## src/rtl/core/suv_pkg.sv

```systemverilog
// ----------------------------------------------------------------------------
// suv_pkg
// Types and constants shared by the spherical texture-coordinate mapper:
// fixed-point widths, CORDIC arctangent table and the stage payloads.
// ----------------------------------------------------------------------------
package suv_pkg;

    // Coordinate and result field widths
    localparam int CoordBits   = 16;
    localparam int TexBits     = 16;

    // Guard bits applied to coordinates before rotation and square root
    localparam int SqShift     = (63 - 2 * CoordBits) / 2;

    // Square-root datapath
    localparam int SqBits      = 2 * CoordBits;
    localparam int RootBits    = CoordBits + SqShift;
    localparam int RemBits     = RootBits + 3;

    // CORDIC datapath: scaled coordinate plus growth margin
    localparam int CordBits    = CoordBits + SqShift + 3;
    localparam int AngBits     = 32;
    localparam int AtanEntries = 24;

    localparam logic [AngBits-1:0] HalfTurn         = 32'h8000_0000;
    localparam logic [AngBits-1:0] ThreeQuarterTurn = 32'hC000_0000;

    // atan(2^-i) in units of 2^32 per turn
    localparam logic [AngBits-1:0] AtanTurns [AtanEntries] = '{
        32'h20000000, 32'h12E4051E, 32'h09FB385B, 32'h051111D4,
        32'h028B0D43, 32'h0145D7E1, 32'h00A2F61E, 32'h00517C55,
        32'h0028BE53, 32'h00145F2F, 32'h000A2F98, 32'h000517CC,
        32'h00028BE6, 32'h000145F3, 32'h0000A2FA, 32'h0000517D,
        32'h000028BE, 32'h0000145F, 32'h00000A30, 32'h00000518,
        32'h0000028C, 32'h00000146, 32'h000000A3, 32'h00000051
    };

    typedef struct packed {
        logic signed [CoordBits-1:0] pos_x;
        logic signed [CoordBits-1:0] pos_y;
        logic signed [CoordBits-1:0] pos_z;
    } suv_in_t;

    typedef struct packed {
        logic signed [TexBits-1:0] tex_u;
        logic        [TexBits-1:0] tex_v;
        logic                      degenerate;
    } suv_out_t;

    // Payload of one square-root cell
    typedef struct packed {
        logic [SqBits-1:0]   m;
        logic [RemBits-1:0]  rem;
        logic [RootBits-1:0] root;
        suv_in_t             pos;
    } suv_root_t;

    // One vector under rotation and its accumulated angle
    typedef struct packed {
        logic signed [CordBits-1:0] a;
        logic signed [CordBits-1:0] b;
        logic        [AngBits-1:0]  ang;
    } suv_vec_t;

    typedef struct packed {
        logic degenerate;
        logic z_zero;
        logic x_neg;
        logic z_neg;
    } suv_flags_t;

    // Payload of one CORDIC cell: azimuth and polar rotations side by side
    typedef struct packed {
        suv_vec_t   az;
        suv_vec_t   pol;
        suv_flags_t flags;
    } suv_cordic_t;

endpackage

```

## src/rtl/core/suv_sqrt_cell.sv

```systemverilog
// ----------------------------------------------------------------------------
// suv_sqrt_cell
// One digit of a restoring integer square root: takes the next two radicand
// bits, decides one root bit and hands the partial result to the next cell.
// ----------------------------------------------------------------------------
module suv_sqrt_cell (
    input  logic                clk,
    input  logic                rst_n,
    input  logic                in_valid,
    input  suv_pkg::suv_root_t  in_data,
    output logic                out_valid,
    output suv_pkg::suv_root_t  out_data
);
    import suv_pkg::*;

    logic               valid_reg;
    suv_root_t          data_reg;
    suv_root_t          data_next;
    logic [RemBits-1:0] cur;
    logic [RemBits-1:0] trial;
    logic               fits;

    always_comb
    begin
        cur   = {in_data.rem[RemBits-3:0], in_data.m[SqBits-1 -: 2]};
        trial = RemBits'({in_data.root, 2'b01});
        fits  = (cur >= trial);

        data_next      = in_data;
        data_next.m    = in_data.m << 2;
        data_next.rem  = fits ? (cur - trial) : cur;
        data_next.root = {in_data.root[RootBits-2:0], fits};
    end

    always_ff @(posedge clk or negedge rst_n)
    begin
        if (!rst_n)
        begin
            valid_reg <= 1'b0;
        end
        else
        begin
            valid_reg <= in_valid;
        end
    end

    always_ff @(posedge clk)
    begin
        data_reg <= data_next;
    end

    assign out_valid = valid_reg;
    assign out_data  = data_reg;

endmodule

```

## config.mk

```make
export PLATFORM = sky130hd
export DESIGN_NAME = suv_sqrt_cell
export DESIGN_NICKNAME = d
export VERILOG_FILES = /design/src/rtl/core/suv_pkg.sv /design/src/rtl/core/suv_sqrt_cell.sv
export SDC_FILE = /design/constraint.sdc
export NUM_CORES = 1
export LEC_CHECK = 0
export BUFFER_PORTS_ARGS = -buffer_cell sky130_fd_sc_hd__buf_2
export CAP_MARGIN = 20
export CELL_PAD_IN_SITES_DETAIL_PLACEMENT = 1
export CELL_PAD_IN_SITES_GLOBAL_PLACEMENT = 1
export CORE_MARGIN = 2
export CORE_UTILIZATION = 33
export CTS_BUF_LIST = sky130_fd_sc_hd__clkbuf_8
export CTS_CLUSTER_DIAMETER = 200
export DETAILED_ROUTE_END_ITERATION = 12
export PLACE_DENSITY = 0.93
export SLEW_MARGIN = 15
export SYNTH_ARGS = -nofsm -noshare
export SYNTH_HDL_FRONTEND = slang
export SYNTH_SLANG_ARGS = --single-unit
```

## constraint.sdc

```tcl
create_clock -name clk -period 0.8 [get_ports clk]
set_input_delay 0.04 -clock clk [delete_from_list [all_inputs] [get_ports clk]]
set_output_delay 0.04 -clock clk [all_outputs]
set_load 0.02 [all_outputs]
```

==> results.tsv, run 1 <==
metric	value	unit
outcome	aborted with a tool error	
Failed at	5_1_grt	
stop err	[ERROR GRT-0232] Routing congestion too high. Check the congestion heatmap in the GUI.	
Max Buffers Root-to-Sink	2	
Seq/Total Area, Yosys	54.06	%
DP HPWL	17.88	mm
cell taking the most area after synthesis	dfxtp_1	
largest net degree at the start of global routing	17	
Synth cell types	59	
Worst Endpoint after GRT Repair	out_data[97]$_DFF_P_/D	
GPL Wtd Cong	0.9095	
starting density of the core	33.75	%
Synth area leaders	dfxtp_1 54%, ha_1 7.7%, a21oi_1 3.7%, inv_1 3.0%, nor2_1 2.7%	
most numerous cell in the Yosys netlist	dfxtp_1	
htree depth	4	
dpl cell area	7990	um^2
post-synth top area share	53.60	%
worst ep type	register data pin	
top post-synthesis cells by count	143 x dfxtp_1, 43 x inv_1, 40 x a21oi_1, 38 x nor2_1, 37 x nand2_1	
initial antenna violation count	3	
total track usage	87.26	%
main flop type after synthesis	dfxtp_1	
Die X	131.2	um
Sinks on Clock Net	144	
I/O pin count	294	
total gr overflow	527	
Post-Syn Area	5341	um^2
Site Rows	46	
Inst Count DP	1140	
Num CTS Buffers	17	
Post-Synthesis Cells	527	
I/O Buffers	289	
die height	131.2	um
YS warnings	0	
root buffer cell	clkbuf_8	
ys async rst share	0.6944	%
Yosys reg bits	144	
Post-synth EDFFs	0	
syn_area_per_cell	10.14	um^2
[metal layers]
metal / GRT overflow / GRT usage, %
met2: 367 / 106.7
met3: 5 / 73.84
met1: 0 / 81.50
met4: 155 / 96.50
met5: 0 / 19.59
[logic make-up after synthesis]
logic type               after synthesis  synth area share, %
AND/OR/NAND/NOR                      131                11.67
AO/OA/AOI/OAI                        133                17.05
multiplexers                           3               0.5856
flip-flops                           144                54.06
XOR/XNOR                              22                3.607
other                                  1              0.07021
buffers and inverters                 60                5.223
adder cells (fa/ha/maj)               33                7.730
[per-stage QoR]
step	setup TNS, ns	setup slack (ns)
CTS	-59.64	-1.038
detailed placement	-55.04	-1.732
global placement	-52.02	-1.595
floorplan	-42.04	-1.261
[repair_timing]
item / 4_1_cts
hold buffers: 145
hold endpoints to repair: 143
cloned: 2
resized for setup: 485
pin swaps: 23
setup endpoints to repair: 179
setup buffers: 14
==> run 2: changes to the inputs <==
==> config.mk (replaced) <==
export PLATFORM = sky130hd
export DESIGN_NAME = suv_sqrt_cell
export DESIGN_NICKNAME = d
export VERILOG_FILES = /design/src/rtl/core/suv_pkg.sv /design/src/rtl/core/suv_sqrt_cell.sv
export SDC_FILE = /design/constraint.sdc
export NUM_CORES = 1
export LEC_CHECK = 0
export BUFFER_PORTS_ARGS = -buffer_cell sky130_fd_sc_hd__buf_2
export CAP_MARGIN = 20
export CORE_MARGIN = 2
export CORE_UTILIZATION = 40
export DETAILED_ROUTE_END_ITERATION = 12
export PLACE_DENSITY_LB_ADDON = 0.15
export SLEW_MARGIN = 15
export SYNTH_ARGS = -nofsm -noshare
export SYNTH_HDL_FRONTEND = slang
export SYNTH_SLANG_ARGS = --single-unit
==> results.tsv, run 2 <==
metric	value	unit	change
outcome	complete, but fails checks		was aborted with a tool error
failing checks	setup timing		
Tightest Pin Transition	0.5722	ns	
f_max	396.9	MHz	
Setup WS pre-CTS	-1.644	ns	was -1.732 ns
Yosys reg bits	144		unchanged
most common cell after layout, fill and taps aside	buf_6		
final core occ	93.33	%	
initial antenna violation count	1		
GPL Wtd Cong	0.8770		was 0.9095
via count	7764		
GR Layer Usage met2	72.11	%	
Seq/Total Area, Yosys	54.06	%	unchanged
post-route ant nets	0		
Most common cell on crit path	nor2_1		
Post-synth EDFFs	0		unchanged
I/O pin count	294		unchanged
register area	3065	um^2	
fin crit share	315.0	%	
root buffer cell	clkbuf_16		was clkbuf_8
Site Rows	42		was 46
RSZ-0062 raised after global routing	true		
post-synthesis mux area share	0.5856	%	unchanged
DP HPWL	13.79	mm	was 17.88 mm
CTS tree	yes		
commonest non-fill, non-tap cells in the layout	163 x buf_6, 149 x buf_4, 144 x dlygate4sd3_1		
Critical Path Start Type	input port		
Synth cell types	59		unchanged
Sinks on Clock Net	144		unchanged
Crit Path Class	in2reg		
# setup viols final	179		
total gr overflow	0		
Worst Path Buf+Inv	4		
share of layout cells above drive strength 1	66.52	%	
max-cap viol count	0		
setup ws final	-1.720	ns	
final hold violations	0		
simple-gate portion of the synthesized area	11.67	%	unchanged
htree depth	4		unchanged
ys async rst share	0.6944	%	unchanged
most numerous cell in the Yosys netlist	dfxtp_1		unchanged
Pleak	0.005740	uW	
largest net degree at the start of global routing	17		
CTS clock-pin slew for the worst setup and hold paths	0.07	ns	
DR iter-0 viols	942		
Max-slew headroom	61.86	%	
crit-path leading delay family	compound AO/OA/AOI/OAI gates		
routed len/inst	28.01	um	
syn_area_per_cell	10.14	um^2	unchanged
grt met3 use	10.79	%	
WP data required	1.12	ns	
die height	119.6	um	was 131.2 um
Nets	1312		
Post-Syn Area	5341	um^2	unchanged
area of the multi-input gates	2948	um^2	
via/cell ratio	5.873		
Num CTS Buffers	17		unchanged
ordered cell list for the critical path	buf_6, inv_2, ha_4, buf_4, nor2_1, nor2_1, o41ai_4, a21oi_2, buf_4, o31a_1, nor2_1, xor2_1, a21oi_2		
total track usage	39.14	%	
Post-Synthesis Cells	527		unchanged
area growth from synthesis to layout	129.6	%	
YS warnings	0		unchanged
DRT Pass-1 Iters	6		
Hold Crit Class	in2reg		
post-synthesis xor/xnor area fraction	3.607	%	unchanged
Tot Pwr	25460	uW	
PwrDens	2077	nW/um^2	
Synth area leaders	dfxtp_1 54%, ha_1 7.7%, a21oi_1 3.7%, inv_1 3.0%, nor2_1 2.7%		unchanged
Final Cell Area	12260	um^2	
cell taking the most area after synthesis	dfxtp_1		unchanged
slowest stage delay, CP	0.44	ns	
max reg flops	143		
largest family of logic cells by synthesized area	compound AO/OA/AOI/OAI gates		unchanged
slowest stage cell, crit path	nor2_1		
I/O Buffers	289		unchanged
first-pass GRT wire length	42.31	mm	
Max VDD drop	0.001426	V	
met1 Resource Use GR	38.69	%	
Core Area	13140	um^2	
compound-cell area share of the yosys netlist	17.05	%	unchanged
Crit path arrival time	2.84	ns	
Tmin final	2.520	ns	
largest fanout on the critical path	4		
main flop type after synthesis	dfxtp_1		unchanged
setup TNS	-69.45	ns	
starting density of the core	40.66	%	was 33.75%
drt total wl	37.03	mm	
Die ar.	14290	um^2	
Max Buffers Root-to-Sink	2		unchanged
dpl cell area	8090	um^2	was 7990 um^2
top post-synthesis cells by count	143 x dfxtp_1, 43 x inv_1, 40 x a21oi_1, 38 x nor2_1, 37 x nand2_1		unchanged
post-synth top area share	53.60	%	unchanged
DRC Markers	0		
Die X	119.6	um	was 131.2 um
vias in the first global route	7425		
fill count	384		
GR peak layer	met2		
max-slew violation count	0		
Worst setup EP type	flip-flop		
post-synthesis adder-cell area fraction	7.730	%	unchanged
run 2: cell counts after synthesis:
Identical to the previous run, type by type.
run 2: what timing repair did:
item | in CTS | in global routing
pin swaps | 52 | 40
gates resized for setup | 547 | 78
hold endpoints to repair | 143 | 0
hold buffers | 144 | 0
setup buffers | 16 | 6
setup endpoints to repair | 179 | 179
cloned | 2 | 0
run 2: path summary, 6_finish.rpt:
check                      cells after the start    startpoint       endpoint
worst max-delay path                          13   in_data[57]   out_data[95]
worst min-delay path                           4  in_data[103]  out_data[105]
max in group asynchronous                      3         rst_n      out_valid
min in group asynchronous                      3         rst_n      out_valid
run 2: metrics by stage:
stage / hold WS [ns] / instances
4_1_cts: 0.0005758 / 1317
6_report: 0.06001 / 1322
5_1_grt: 0.05447 / 1321
3_5_place_dp: -0.1818 / 1125
3_3_place_gp: -0.1849 / 1125
2_1_floorplan: -0.2556 / 528
run 2: kinds of logic (layout without fill, tap and decap cells):
logic type                 Yosys count  after routing
buffers and inverters               60            676
and+or+nand+nor                    131            131
adders and majority gates           33             33
AOI/OAI and AO/OA                  133            133
muxes                                3              3
other                                1              4
xor gates and xnor gates            22             22
DFF                                144            144
run 2: layout make-up:
class	instances	share of cell area, %
clock inverters	14	1.000
multi-input cells	324	24.04
diodes	2	0.04082
well taps	176	1.796
repair buffers	600	43.03
clock buffers	18	3.582
flip-flops and latches	144	25.00
inverters	44	1.510
run 2: report_power, final:
part / internal (uW) / switching [uW]
Sequential: 8010 / 464
Combinational: 4360 / 4570
Clock: 4180 / 3890
Total: 16500 / 8920
run 2: metal layers:
layer	part of all wire, %	wire, um
met5	0	0
met4	11	4255
met3	11	3968
met2	47	17320
met1	31	11490
Note: power is estimated with default switching activity, not from simulation.
==> run 3: changes to the inputs <==
--- a/config.mk
+++ b/config.mk
@@ -5,11 +5,11 @@
 export SDC_FILE = /design/constraint.sdc
 export NUM_CORES = 1
 export LEC_CHECK = 0
-export BUFFER_PORTS_ARGS = -buffer_cell sky130_fd_sc_hd__buf_2
 export CAP_MARGIN = 20
 export CORE_MARGIN = 2
 export CORE_UTILIZATION = 40
 export DETAILED_ROUTE_END_ITERATION = 12
+export DONT_BUFFER_PORTS = 1
 export PLACE_DENSITY_LB_ADDON = 0.15
 export SLEW_MARGIN = 15
 export SYNTH_ARGS = -nofsm -noshare
==> results.tsv, run 3 (synthesis results as in run 2) <==
metric	value	unit	change
outcome	complete, but fails checks		unchanged
failing checks	hold timing, setup timing		was setup timing
max-cap viol count	0		unchanged
Max VDD drop	0.001543	V	was 0.001426 V
Num CTS Buffers	17		unchanged
share of layout cells above drive strength 1	50.60	%	was 66.52%
htree depth	4		unchanged
Crit path arrival time	2.08	ns	was 2.84 ns
DRC Markers	0		unchanged
largest net degree at the start of global routing	17		unchanged
die height	119.6	um	unchanged
slowest stage delay, CP	0.29	ns	was 0.44 ns
commonest non-fill, non-tap cells in the layout	143 x dlygate4sd3_1, 143 x dfxtp_4, 134 x buf_4		was 163 x buf_6, 149 x buf_4, 144 x dlygate4sd3_1
ordered cell list for the critical path	inv_12, ha_4, nor2b_4, o31a_1, o31ai_4, a21oi_4, o211a_4, o21ai_4, inv_4, buf_12, buf_4, a21oi_2		was buf_6, inv_2, ha_4, buf_4, nor2_1, nor2_1, o41ai_4, a21oi_2, buf_4, o31a_1, nor2_1, xor2_1, a21oi_2
drt total wl	19.65	mm	was 37.03 mm
initial antenna violation count	2		was 1
WHS	-0.3032	ns	was 0.06001 ns
slowest stage cell, crit path	o31a_1		was nor2_1
via count	5003		was 7764
setup TNS	-35.11	ns	was -69.45 ns
starting density of the core	40.66	%	unchanged
I/O Buffers	0		was 289
fin crit share	217.3	%	was 315.0%
max reg flops	143		unchanged
vias in the first global route	5295		was 7425
final hold violations	2		was 0
Core Area	13140	um^2	unchanged
post-route ant nets	0		unchanged
largest fanout on the critical path	6		was 4
Site Rows	42		unchanged
GPL Wtd Cong	0.8815		was 0.8770
CTS tree	yes		unchanged
DR iter-0 viols	224		was 942
fill count	894		was 384
root buffer cell	clkbuf_16		unchanged
DP HPWL	12.82	mm	was 13.79 mm
RSZ-0062 raised after global routing	true		unchanged
total track usage	26.68	%	was 39.14%
area growth from synthesis to layout	82.01	%	was 129.6%
Setup WS pre-CTS	-1.468	ns	was -1.644 ns
Max Buffers Root-to-Sink	2		unchanged
Die ar.	14290	um^2	unchanged
PwrDens	2207	nW/um^2	was 2077 nW/um^2
Tmin final	1.738	ns	was 2.520 ns
Worst setup EP type	flip-flop		unchanged
first-pass GRT wire length	29.00	mm	was 42.31 mm
Pleak	0.004152	uW	was 0.005740 uW
WP data required	1.14	ns	was 1.12 ns
Die X	119.6	um	unchanged
routed len/inst	19.47	um	was 28.01 um
via/cell ratio	4.958		was 5.873
total gr overflow	0		unchanged
max-slew violation count	0		unchanged
CTS hold repair buffers	143		was 144
f_max	575.3	MHz	was 396.9 MHz
Nets	1000		was 1312
setup ws final	-0.9381	ns	was -1.720 ns
# setup viols final	179		unchanged
Crit Path Class	in2reg		unchanged
I/O pin count	294		unchanged
Hold Crit Class	in2reg		unchanged
Critical Path Start Type	input port		unchanged
DRT Pass-1 Iters	4		was 6
CTS clock-pin slew for the worst setup and hold paths	0.06	ns	was 0.07 ns
Sinks on Clock Net	144		unchanged
-- run 3: changes by cell type in the layout (fill, tap and decap cells not counted), sizes merged --
| cell | delta |
|---|---|
| clkinvlp | -1 |
| inv | -3 |
| buf | -312 |
| bufinv | +1 |
| dlygate4sd3 | -1 |
| clkbuf | +3 |
| diode | -1 |
| clkinv | +1 |
-- run 3: metal layers --
layer  track usage, %  up-vias  part of all wire [%]
met4            8.971        2                   2.4
li1                 -     2405                     -
met5                0        -                 0.066
met3            8.745       37                   6.9
met1            28.34     2335                    38
met2            49.39      224                    53
-- run 3: final timing paths --
check / startpoint / end / cells past startpoint
min in group asynchronous: rst_n / out_valid / 2
max in group asynchronous: rst_n / out_valid / 2
worst min-delay path: in_data[143] / out_data[79] / 1
worst max-delay path: in_data[48] / out_data[109] / 12
-- run 3: area by class of cell --
class                   count  area [um^2]  area share, %
diodes                      1        2.502        0.02574
clock buffers              20        446.7          4.595
clock inverters            12        126.4          1.300
inverters                  44        215.2          2.214
multi-input cells         324         2671          27.48
flip-flops and latches    144         3426          35.24
well taps                 176        220.2          2.265
repair buffers            288         2614          26.89
-- run 3: worst max-delay path, delay by kind of cell --
| kind | cells | cell delay, ns |
|---|---|---|
| buffers and inverters | 4 | 0.39 |
| AND/OR/NAND/NOR | 1 | 0.12 |
| AO/OA/AOI/OAI | 6 | 1.30 |
| adder cells (fa/ha/maj) | 1 | 0.22 |
-- run 3: through the flow --
| stage | instance area (um^2) | utilization, % | std cells | power [uW] | hold slack (ns) |
|---|---|---|---|---|---|
| after floorplan | 5419 | - | 528 | 11020 | -0.2556 |
| after global placement | 6539 | 49.77 | 817 | 12430 | -0.2556 |
| after detailed placement | 6539 | 49.77 | 817 | 12460 | -0.2556 |
| after CTS | 9417 | 71.68 | 1003 | 21110 | -0.3191 |
| after global routing | 9722 | 74.00 | 1009 | 22350 | -0.3203 |
| final | 9722 | 74.00 | 1009 | 21450 | -0.3032 |
-- run 3: power by group --
group | switching (uW) | internal [uW] | total, uW | leakage [uW]
registers | 1250 | 7930 | 9180 | 0.00127
logic | 2080 | 2500 | 4580 | 0.00261
clock network | 3250 | 4440 | 7690 | 0.000279
-- run 3: timing repair --
item,4_1_cts,5_1_grt
cloned,0,1
setup endpoints to repair,179,179
hold endpoints to repair,144,2
buffers inserted,11,4
pin swaps,28,22
resized for setup,345,63
