`src/rtl/core/suv_pkg.sv`:
```
// ----------------------------------------------------------------------------
// suv_pkg
// Types and constants shared by the spherical texture-coordinate mapper:
// fixed-point widths, CORDIC arctangent table and the stage payloads.
// ----------------------------------------------------------------------------
package suv_pkg;

    // Coordinate and result field widths
    localparam int CoordBits   = 16;
    localparam int TexBits     = 16;

    // Guard bits applied to coordinates before rotation and square root
    localparam int SqShift     = (63 - 2 * CoordBits) / 2;

    // Square-root datapath
    localparam int SqBits      = 2 * CoordBits;
    localparam int RootBits    = CoordBits + SqShift;
    localparam int RemBits     = RootBits + 3;

    // CORDIC datapath: scaled coordinate plus growth margin
    localparam int CordBits    = CoordBits + SqShift + 3;
    localparam int AngBits     = 32;
    localparam int AtanEntries = 24;

    localparam logic [AngBits-1:0] HalfTurn         = 32'h8000_0000;
    localparam logic [AngBits-1:0] ThreeQuarterTurn = 32'hC000_0000;

    // atan(2^-i) in units of 2^32 per turn
    localparam logic [AngBits-1:0] AtanTurns [AtanEntries] = '{
        32'h20000000, 32'h12E4051E, 32'h09FB385B, 32'h051111D4,
        32'h028B0D43, 32'h0145D7E1, 32'h00A2F61E, 32'h00517C55,
        32'h0028BE53, 32'h00145F2F, 32'h000A2F98, 32'h000517CC,
        32'h00028BE6, 32'h000145F3, 32'h0000A2FA, 32'h0000517D,
        32'h000028BE, 32'h0000145F, 32'h00000A30, 32'h00000518,
        32'h0000028C, 32'h00000146, 32'h000000A3, 32'h00000051
    };

    typedef struct packed {
        logic signed [CoordBits-1:0] pos_x;
        logic signed [CoordBits-1:0] pos_y;
        logic signed [CoordBits-1:0] pos_z;
    } suv_in_t;

    typedef struct packed {
        logic signed [TexBits-1:0] tex_u;
        logic        [TexBits-1:0] tex_v;
        logic                      degenerate;
    } suv_out_t;

    // Payload of one square-root cell
    typedef struct packed {
        logic [SqBits-1:0]   m;
        logic [RemBits-1:0]  rem;
        logic [RootBits-1:0] root;
        suv_in_t             pos;
    } suv_root_t;

    // One vector under rotation and its accumulated angle
    typedef struct packed {
        logic signed [CordBits-1:0] a;
        logic signed [CordBits-1:0] b;
        logic        [AngBits-1:0]  ang;
    } suv_vec_t;

    typedef struct packed {
        logic degenerate;
        logic z_zero;
        logic x_neg;
        logic z_neg;
    } suv_flags_t;

    // Payload of one CORDIC cell: azimuth and polar rotations side by side
    typedef struct packed {
        suv_vec_t   az;
        suv_vec_t   pol;
        suv_flags_t flags;
    } suv_cordic_t;

endpackage

```
`src/rtl/core/suv_cordic_cell.sv`:
```
// ----------------------------------------------------------------------------
// suv_cordic_cell
// One vectoring CORDIC iteration, applied to the azimuth and the polar
// vector in parallel; flags ride along to the output stage.
// ----------------------------------------------------------------------------
module suv_cordic_cell #(
    parameter int STAGE = 0
) (
    input  logic                  clk,
    input  logic                  rst_n,
    input  logic                  in_valid,
    input  suv_pkg::suv_cordic_t  in_data,
    output logic                  out_valid,
    output suv_pkg::suv_cordic_t  out_data
);
    import suv_pkg::*;

    logic        valid_reg;
    suv_cordic_t data_reg;
    suv_cordic_t data_next;

    // Drive b toward zero; floor shifts match arithmetic right shifts
    function automatic suv_vec_t rotate(input suv_vec_t v);
        logic signed [CordBits-1:0] a;
        logic signed [CordBits-1:0] b;
        logic signed [CordBits-1:0] da;
        logic signed [CordBits-1:0] db;
        suv_vec_t                   r;
        a  = v.a;
        b  = v.b;
        da = b >>> STAGE;
        db = a >>> STAGE;
        r  = v;
        if (b[CordBits-1])
        begin
            r.a   = a - da;
            r.b   = b + db;
            r.ang = v.ang - AtanTurns[STAGE];
        end
        else if (b != '0)
        begin
            r.a   = a + da;
            r.b   = b - db;
            r.ang = v.ang + AtanTurns[STAGE];
        end
        return r;
    endfunction

    always_comb
    begin
        data_next       = in_data;
        data_next.az    = rotate(in_data.az);
        data_next.pol   = rotate(in_data.pol);
    end

    always_ff @(posedge clk or negedge rst_n)
    begin
        if (!rst_n)
        begin
            valid_reg <= 1'b0;
        end
        else
        begin
            valid_reg <= in_valid;
        end
    end

    always_ff @(posedge clk)
    begin
        data_reg <= data_next;
    end

    assign out_valid = valid_reg;
    assign out_data  = data_reg;

endmodule
```
`config.mk`:
```
export PLATFORM = sky130hd
export DESIGN_NAME = suv_cordic_cell
export DESIGN_NICKNAME = d
export VERILOG_FILES = /design/src/rtl/core/suv_pkg.sv /design/src/rtl/core/suv_cordic_cell.sv
export SDC_FILE = /design/constraint.sdc
export NUM_CORES = 1
export LEC_CHECK = 0
export BUFFER_PORTS_ARGS = -buffer_cell sky130_fd_sc_hd__buf_4
export CAP_MARGIN = 30
export CORE_MARGIN = 2
export CORE_UTILIZATION = 44
export DETAILED_ROUTE_END_ITERATION = 6
export HOLD_SLACK_MARGIN = 0.05
export PLACE_DENSITY = 0.68
export SYNTH_ARGS = -nofsm -noshare
export SYNTH_HDL_FRONTEND = slang
export SYNTH_SLANG_ARGS = --single-unit
```
`constraint.sdc`:
```
create_clock -name clk -period 0.8 [get_ports clk]
set_clock_uncertainty 0.2 [all_clocks]
set_input_delay 0.12 -clock clk [delete_from_list [all_inputs] [get_ports clk]]
set_output_delay 0.12 -clock clk [all_outputs]
set_load 0.05 [all_outputs]
```
==> results of run 1 <==
metal layers:
layer | track usage, % | GRT overflow
met1 | 87.5 | 19
met2 | 100 | 271
met3 | 83.0 | 22
met4 | 94.0 | 175
met5 | 64.8 | 9
per-stage QoR:
step | hold slack [ns] | std cells | setup TNS [ns]
4_1_cts | -0.394 | 3953 | -299.55
2_1_floorplan | -0.376 | 2116 | -191.72
3_3_place_gp | -0.305 | 3729 | -280.57
3_5_place_dp | -0.301 | 3729 | -282.96
logic make-up after synthesis:
logic type | count (synthesis) | share of synthesized area (%)
DFF | 205 | 24.8
AOI/OAI and AO/OA | 770 | 30.9
and+or+nand+nor | 473 | 13.6
adders and majority gates | 210 | 16.1
muxes | 10 | 0.612
xor gates and xnor gates | 121 | 6.40
buffers and inverters | 327 | 7.61
timing repair:
action,in CTS
gates resized for setup,813
gates cloned,5
buffers inserted,117
hold buffers,71
endpoints found under the setup margin,347
endpoints found under the hold margin,177
pin swaps,232
cells in the mapped netlist, types with 13 or more instances:
cell type    n
inv_1      203
o21bai_1    58
o21a_1      18
nor2_1     143
xor2_1      13
o22ai_1     23
a22oi_1     25
a21oi_1    235
nor3_1      28
dfxtp_1    204
nand2b_1    19
o21ai_0    133
buf_1       15
nand4_1     24
a21o_1      40
xnor2_1    108
o31ai_1     17
nand2_1    132
a221o_1     18
o221ai_1    29
ha_1       204
buf_2       14
or3_1       13
nor4_1      31
o22a_1      13
clkbuf_1    84
nor2b_1     15
a211oi_1    15
nand3_1     32
a221oi_1    26
==> flow_metrics.py, run 1 <==
metrics = {
    "logic_synthesis": {
        "synth_top_area_cell": "dfxtp_1",
        "ys_seq_area_share_pct": 24.8,
        "synth_edf_count": 0,
        "synthCells": 2116,
        "synth_ff_type": "dfxtp_1",
        "ys_async_sr_fraction_pct": 0.488,
        "syn_nets": 2533,
        "synth_top_area_share_pct": 24.7,
        "synth_area_per_cell_sq_um": 7.83,
        "synthTopCellsByArea": "dfxtp_1 25%, ha_1 15%, a21oi_1 7.1%",
        "netlist_area_sq_um": 16600,
        "ys_ff_latch": 205,
        "ys_warn_count": 0,
        "ys_types": 88,
    },
    "place": {
        "place_ws_ns": -2.58,
        "dp_hpwl_mm": 66.3,
        "portBuffers": 411,
        "gp_congestion": 1.02,
        "dpl_cell_area_sq_um": 27800,
    },
    "floorplan": {
        "rows": 71,
        "ios": 412,
        "initial_core_util_pct": 44.3,
        "die_x_um": 198,
        "fp.dieH_um": 198,
    },
    "cts": {
        "ctsRootBufferMaster": "clkbuf_16",
        "cts.sinks": 205,
        "cts_max_path_buffers": 3,
        "numCtsBuffers": 24,
        "htreeDepth": 1,
    },
    "global_routing": {
        "grt_max_degree": 36,
        "gr-total-overflow": 496,
        "grt_usage_pct": 90.3,
    },
    "run_status": {
        "error_line": "[ERROR GRT-0232] Routing congestion too high. Check the congestion heatmap in the GUI.",
        "stop_stage": "global routing",
        "outcome": "did not finish",
    },
}
==> run 2: changes to the inputs <==
--- a/config.mk
+++ b/config.mk
@@ -8,10 +8,9 @@
 export BUFFER_PORTS_ARGS = -buffer_cell sky130_fd_sc_hd__buf_4
 export CAP_MARGIN = 30
 export CORE_MARGIN = 2
-export CORE_UTILIZATION = 44
+export CORE_UTILIZATION = 29
 export DETAILED_ROUTE_END_ITERATION = 6
-export HOLD_SLACK_MARGIN = 0.05
-export PLACE_DENSITY = 0.68
+export PLACE_DENSITY_LB_ADDON = 0.15
 export SYNTH_ARGS = -nofsm -noshare
 export SYNTH_HDL_FRONTEND = slang
 export SYNTH_SLANG_ARGS = --single-unit
==> run 2 against run 1 <==
Compared with the run above: the flow now finishes, with violations (negative hold slack, negative setup slack); area after synthesis unchanged; synthesized cell count is the same.
==> flow_metrics.py, run 2 <==
metrics = {
    "logic_synthesis": {
        "ys_ff_latch": 205,
        "ys_seq_area_share_pct": 24.8,
        "synth_area_per_cell_sq_um": 7.83,
        "synth_ff_type": "dfxtp_1",
        "netlist_area_sq_um": 16600,
        "yosysMostFrequentCell": "a21oi_1",
        "synthTopCellsByCount": "235 x a21oi_1, 204 x dfxtp_1, 204 x ha_1, 203 x inv_1, 143 x nor2_1",
        "ys_types": 88,
        "synthTopCellsByArea": "dfxtp_1 25%, ha_1 15%, a21oi_1 7.1%",
        "synthCells": 2116,
        "synth_top_area_cell": "dfxtp_1",
        "syn_nets": 2533,
        "synth_top_area_share_pct": 24.7,
        "ys_warn_count": 0,
        "synth_edf_count": 0,
        "ys_async_sr_fraction_pct": 0.488,
    },
    "layout": {
        "syn_to_final_growth_pct": 109,
        "stdcell_area_sq_um": 34600,
        "layout.nets": 3916,
        "final_common_cell": "buf_4",
        "n_fill_cell": 4829,
        "largest_register_ffs": 204,
        "drive_gt1_share_pct": 61.9,
        "regArea_sq_um": 4380,
        "multiInputGateArea_sq_um": 15000,
        "final_cell_mix": "1183 x buf_4, 197 x dfxtp_2, 161 x inv_1",
    },
    "drt": {
        "ant_nets": 0,
        "via_count": 21755,
        "drt_iter0_drc": 1375,
        "wl_mm": 86.7,
        "viasPerCell": 5.09,
        "firstDrtPassIters": 6,
        "post_drt_wl_per_cell_um": 20.3,
        "drc": 0,
    },
    "critical_path": {
        "max_stage_delay_ns": 0.55,
        "cp.buffers_inverters": 2,
        "worstSetupPathType": "in -> reg",
        "critPathTopFamily": "simple AND/OR/NAND/NOR gates",
        "crit_chain": "buf_12 -> inv_12 -> ha_4 -> or4_4 -> nor2_4 -> nand2_2 -> a31oi_4 -> o211ai_1 -> o31a_1 -> or3_4 -> nor3b_4 -> xor2_2 -> a221o_1",
        "required_ns": 1.08,
        "worstPathArrival_ns": 2.91,
        "crit_path_end_kind": "flop",
        "startpoint_type": "primary input",
        "cp_slowest_cell": "or4_4",
        "cp_max_fo": 4,
    },
    "sta": {
        "maxSlewViolCount": 0,
        "fin_crit_sh_pct": 329,
        "setup_viol": 347,
        "rsz0062_at_grt": "yes",
        "fmax_mhz": 380,
        "final_hold_viol_count": 131,
        "worst_slack_ns": -1.83,
        "period_minus_slack_ns": 2.63,
        "worstMarginPinSlew_ns": 1.02,
        "relSlewSlack_pct": 32.1,
        "hold_slack_ns": -0.394,
    },
    "floorplan": {
        "dieArea_sq_um": 59000,
        "initial_core_util_pct": 29.4,
        "die_x_um": 243,
        "coreArea_sq_um": 56400,
        "fp.dieH_um": 243,
        "rows": 87,
        "ios": 412,
    },
    "cts": {
        "numCtsBuffers": 27,
        "cts_max_path_buffers": 3,
        "htreeDepth": 1,
        "cts_tree": "yes",
        "ctsRootBufferMaster": "clkbuf_16",
        "clk_pin_slew_worst_paths_ns": 0.06,
        "cts.sinks": 205,
    },
    "power_and_ir_drop": {
        "switchingPower_mw": 23.6,
        "ir_drop_mv": 1.66,
        "power_density_nw_per_um2": 1650,
        "p_sw_share_pct": 41.3,
        "internal_power_mw": 33.6,
        "p_leak_nw": 16.0,
        "seq_power_share_pct": 22.3,
        "clkPwrFrac_pct": 21.8,
        "p_comb_share_pct": 55.9,
    },
    "run_status": {
        "violations": "negative hold slack, negative setup slack",
        "outcome": "finished, violations left",
    },
    "place": {
        "place_ws_ns": -2.57,
        "portBuffers": 411,
        "gp_congestion": 0.926,
        "dp_hpwl_mm": 66.5,
        "dpl_cell_area_sq_um": 28200,
    },
    "global_routing": {
        "grt_max_degree": 47,
        "grt_pass1_vias": 22182,
        "gr-total-overflow": 0,
        "antenna_found_initial": 3,
        "grt_pass1_wl_mm": 129,
        "grt_usage_pct": 27.8,
    },
    "run": {
        "maxCapViolCount": 0,
    },
    "min_path": {
        "hold_path_class": "in -> reg",
    },
}
-- run 2: final timing paths --
kind                               from             to  slack (ns)  cells after the start
max                        in_data[147]  out_data[198]       -1.83                     13
min                        in_data[175]  out_data[175]       -0.39                      3
max in group asynchronous         rst_n      out_valid        0.05                      3
min in group asynchronous         rst_n      out_valid        0.23                      3
-- run 2: area by class of cell --
cell class	count	share of cell area, %
diodes	1	0.00722
repair buffers	1467	35.8
clock inverters	13	0.466
multi-input cells	1586	43.4
inverters	212	2.80
well taps	756	2.73
flip-flops and latches	205	12.7
clock buffers	36	2.13
-- run 2: cells by family (layout without fill, tap and decap cells) --
kind of cell               after synthesis  after routing  share of synthesized area [%]
other                                    0              1                              0
adders and majority gates              210            210                           16.1
muxes                                   10             10                          0.612
and+or+nand+nor                        473            475                           13.6
buffers and inverters                  327           1728                           7.61
xor gates and xnor gates               121            121                           6.40
AOI/OAI and AO/OA                      770            770                           30.9
DFF                                    205            205                           24.8
-- run 2: power by group through the flow --
stage	Combinational [mW]	Clock [mW]	Sequential, mW
CTS	30.0	12.8	12.8
detailed placement	26.3	0	12.9
floorplan	9.38	0	18.3
finish	32.0	12.5	12.8
global route	33.6	13.2	12.9
global placement	26.3	0	12.9
-- run 2: timing repair --
action                                 4_1_cts  5_1_grt
setup endpoints to repair                  347      347
hold buffers                                82        1
endpoints found under the hold margin      179      149
setup buffers                              126       63
gates cloned                                 7        0
pin swaps                                  246      182
gates resized for setup                    498      232
-- run 2: through the flow --
stage	TNS [ns]	total power, mW	util (%)	cells
global placement	-286.89	39.2	50.0	3992
CTS	-308.24	55.6	58.9	4235
finish	-310.63	57.2	61.4	4276
detailed placement	-288.08	39.3	50.0	3992
global route	-326.32	59.7	61.4	4276
floorplan	-191.72	27.7	-	2116
-- run 2: routing by layer --
metal	vias up	track usage [%]	wire [um]	share of wire [%]
met5	-	0	11	0.013
met1	10471	36.4	37700	43
li1	10368	-	-	-
met2	748	45.4	40100	46
met3	166	5.00	5540	6.4
met4	2	10.6	3290	3.8
(Power assumes the default switching activity.)
==> run 3: changes to the inputs <==
--- a/config.mk
+++ b/config.mk
@@ -10,7 +10,7 @@
 export CORE_MARGIN = 2
 export CORE_UTILIZATION = 29
 export DETAILED_ROUTE_END_ITERATION = 6
-export PLACE_DENSITY_LB_ADDON = 0.15
+export PLACE_DENSITY = 0.45
 export SYNTH_ARGS = -nofsm -noshare
 export SYNTH_HDL_FRONTEND = slang
 export SYNTH_SLANG_ARGS = --single-unit
==> run 3 against run 2 <==
Compared with the run above: the flow still finishes with violations (negative hold slack, negative setup slack); first-iteration DRC count down 11%; sequential share of layout area down 0.31 points; die area unchanged; critical path depth unchanged; cell area up 2.9%; setup slack worse by 0.058 ns; non-clock buffer count down 19; sequential cell count unchanged; global-route usage about the same; clock power up 5%; via count down 1.1%; utilization up 1.8 points; largest cell class unchanged; largest power group unchanged; highest routed layer unchanged.
==> flow_metrics.py, run 3 (synthesis results as in run 2) <==
metrics = {
    "run_status": {
        "outcome": "finished, violations left",
        "violations": "negative hold slack, negative setup slack",
    },
    "layout": {
        "layout.nets": 3896,
        "syn_to_final_growth_pct": 115,
        "final_common_cell": "buf_4",
        "drive_gt1_share_pct": 61.3,
        "instances_no_fill": 4259,
        "largest_register_ffs": 204,
        "final_cell_mix": "978 x buf_4, 215 x buf_6, 191 x dfxtp_2",
    },
    "sta": {
        "relSlewSlack_pct": 60.8,
        "final_hold_viol_count": 126,
        "maxSlewViolCount": 0,
        "rsz0062_at_grt": "yes",
        "worstMarginPinSlew_ns": 0.583,
        "period_minus_slack_ns": 2.69,
        "fin_crit_sh_pct": 336,
        "hold_slack_ns": -0.412,
        "fmax_mhz": 372,
        "worst_slack_ns": -1.89,
        "setup_viol": 347,
    },
    "floorplan": {
        "initial_core_util_pct": 29.4,
        "ios": 412,
        "rows": 87,
        "dieArea_sq_um": 59000,
        "coreArea_sq_um": 56400,
        "die_x_um": 243,
        "fp.dieH_um": 243,
    },
    "critical_path": {
        "required_ns": 1.07,
        "startpoint_type": "primary input",
        "crit_path_end_kind": "flop",
        "cp_max_fo": 2,
        "worstPathArrival_ns": 2.96,
        "worstSetupPathType": "in -> reg",
    },
    "cts": {
        "cts_max_path_buffers": 3,
        "htreeDepth": 1,
        "ctsRootBufferMaster": "clkbuf_16",
        "clk_pin_slew_worst_paths_ns": 0.06,
        "numCtsBuffers": 27,
        "hold_buffers": 80,
        "cts_tree": "yes",
        "cts.sinks": 205,
    },
    "place": {
        "dp_cells": 4000,
        "place_ws_ns": -2.63,
        "gp_congestion": 0.945,
        "dp_hpwl_mm": 67.6,
        "portBuffers": 411,
    },
    "run": {
        "maxCapViolCount": 0,
    },
    "drt": {
        "viasPerCell": 5.05,
        "post_drt_wl_per_cell_um": 20.6,
        "drt_iter0_drc": 1218,
        "wl_mm": 87.9,
        "ant_nets": 0,
        "via_count": 21511,
        "firstDrtPassIters": 5,
        "drc": 0,
    },
    "power_and_ir_drop": {
        "p_leak_nw": 16.3,
        "ir_drop_mv": 1.62,
        "power_density_nw_per_um2": 1680,
    },
    "global_routing": {
        "antenna_found_initial": 7,
        "gr-total-overflow": 0,
        "grt_max_degree": 39,
        "grt_pass1_vias": 22023,
        "grt_usage_pct": 27.8,
        "grt_pass1_wl_mm": 129,
    },
    "min_path": {
        "min_path_cells": 2,
        "hold_path_class": "in -> reg",
    },
}
run 3: cell types whose count changed in the layout (fill, tap and decap cells not counted), sizes merged, moves of 3 or more:
cell / previous run / this run
buf: 1382 / 1366
dlygate4sd3: 83 / 80
inv: 210 / 207
clkbuf: 36 / 41
run 3: repair_timing:
action / in CTS / in global routing
endpoints found under the setup margin: 347 / 347
setup buffers: 89 / 79
gates cloned: 2 / 3
pin swaps: 231 / 184
endpoints found under the hold margin: 173 / 141
resized for setup: 442 / 573
run 3: path summary, 6_finish.rpt:
kind                               from             to  slack [ns]
max                        in_data[136]  out_data[198]       -1.89
min                         in_data[78]   out_data[78]       -0.41
max in group asynchronous         rst_n      out_valid        0.11
min in group asynchronous         rst_n      out_valid        0.18
run 3: critical path: stages:
cell	delay [ns]
buf_8	0.08
ha_4	0.13
fa_2	0.23
nand2b_4	0.08
a2111oi_4	0.47
o21ai_4	0.13
a31oi_4	0.21
o211ai_1	0.19
o31a_1	0.32
or3_4	0.37
nor3b_4	0.17
xor2_1	0.16
a221o_1	0.29
run 3: cell type report:
cell class | count | area (sq um)
multi-input combinational | 1585 | 15000
sequential | 205 | 4400
clock buffer | 39 | 761
fill | 4712 | 20700
tap | 756 | 946
inverter | 212 | 967
antenna | 3 | 7.51
timing repair buffer | 1448 | 13400
clock inverter | 11 | 185
run 3: metrics by stage:
stage / power [mW] / utilization (%) / hold WS [ns] / TNS [ns] / instance area, sq um
final: 59.8 / 63.2 / -0.412 / -306.02 / 35600
after global placement: 39.3 / 50.2 / -0.305 / -286.35 / 28300
after detailed placement: 39.4 / 50.2 / -0.303 / -287.66 / 28300
after floorplan: 27.7 / - / -0.376 / -191.72 / 18700
after CTS: 56.0 / 58.2 / -0.420 / -306.95 / 32800
after global routing: 62.4 / 63.2 / -0.410 / -321.12 / 35600
run 3: per-layer routing:
metal	vias up	wire length, um	track usage, %
met1	10352	39300	37.4
li1	10328	-	-
met3	134	5350	4.77
met4	4	2680	8.63
met5	-	28	0
met2	693	40600	45.2
run 3: where the power goes:
group | leakage [nW] | switching (mW) | internal [mW]
combinational | 14.1 | 17.6 | 15.8
sequential | 1.74 | 1.14 | 12.2
clock | 0.450 | 5.21 | 7.93
total | 16.3 | 24.0 | 35.9
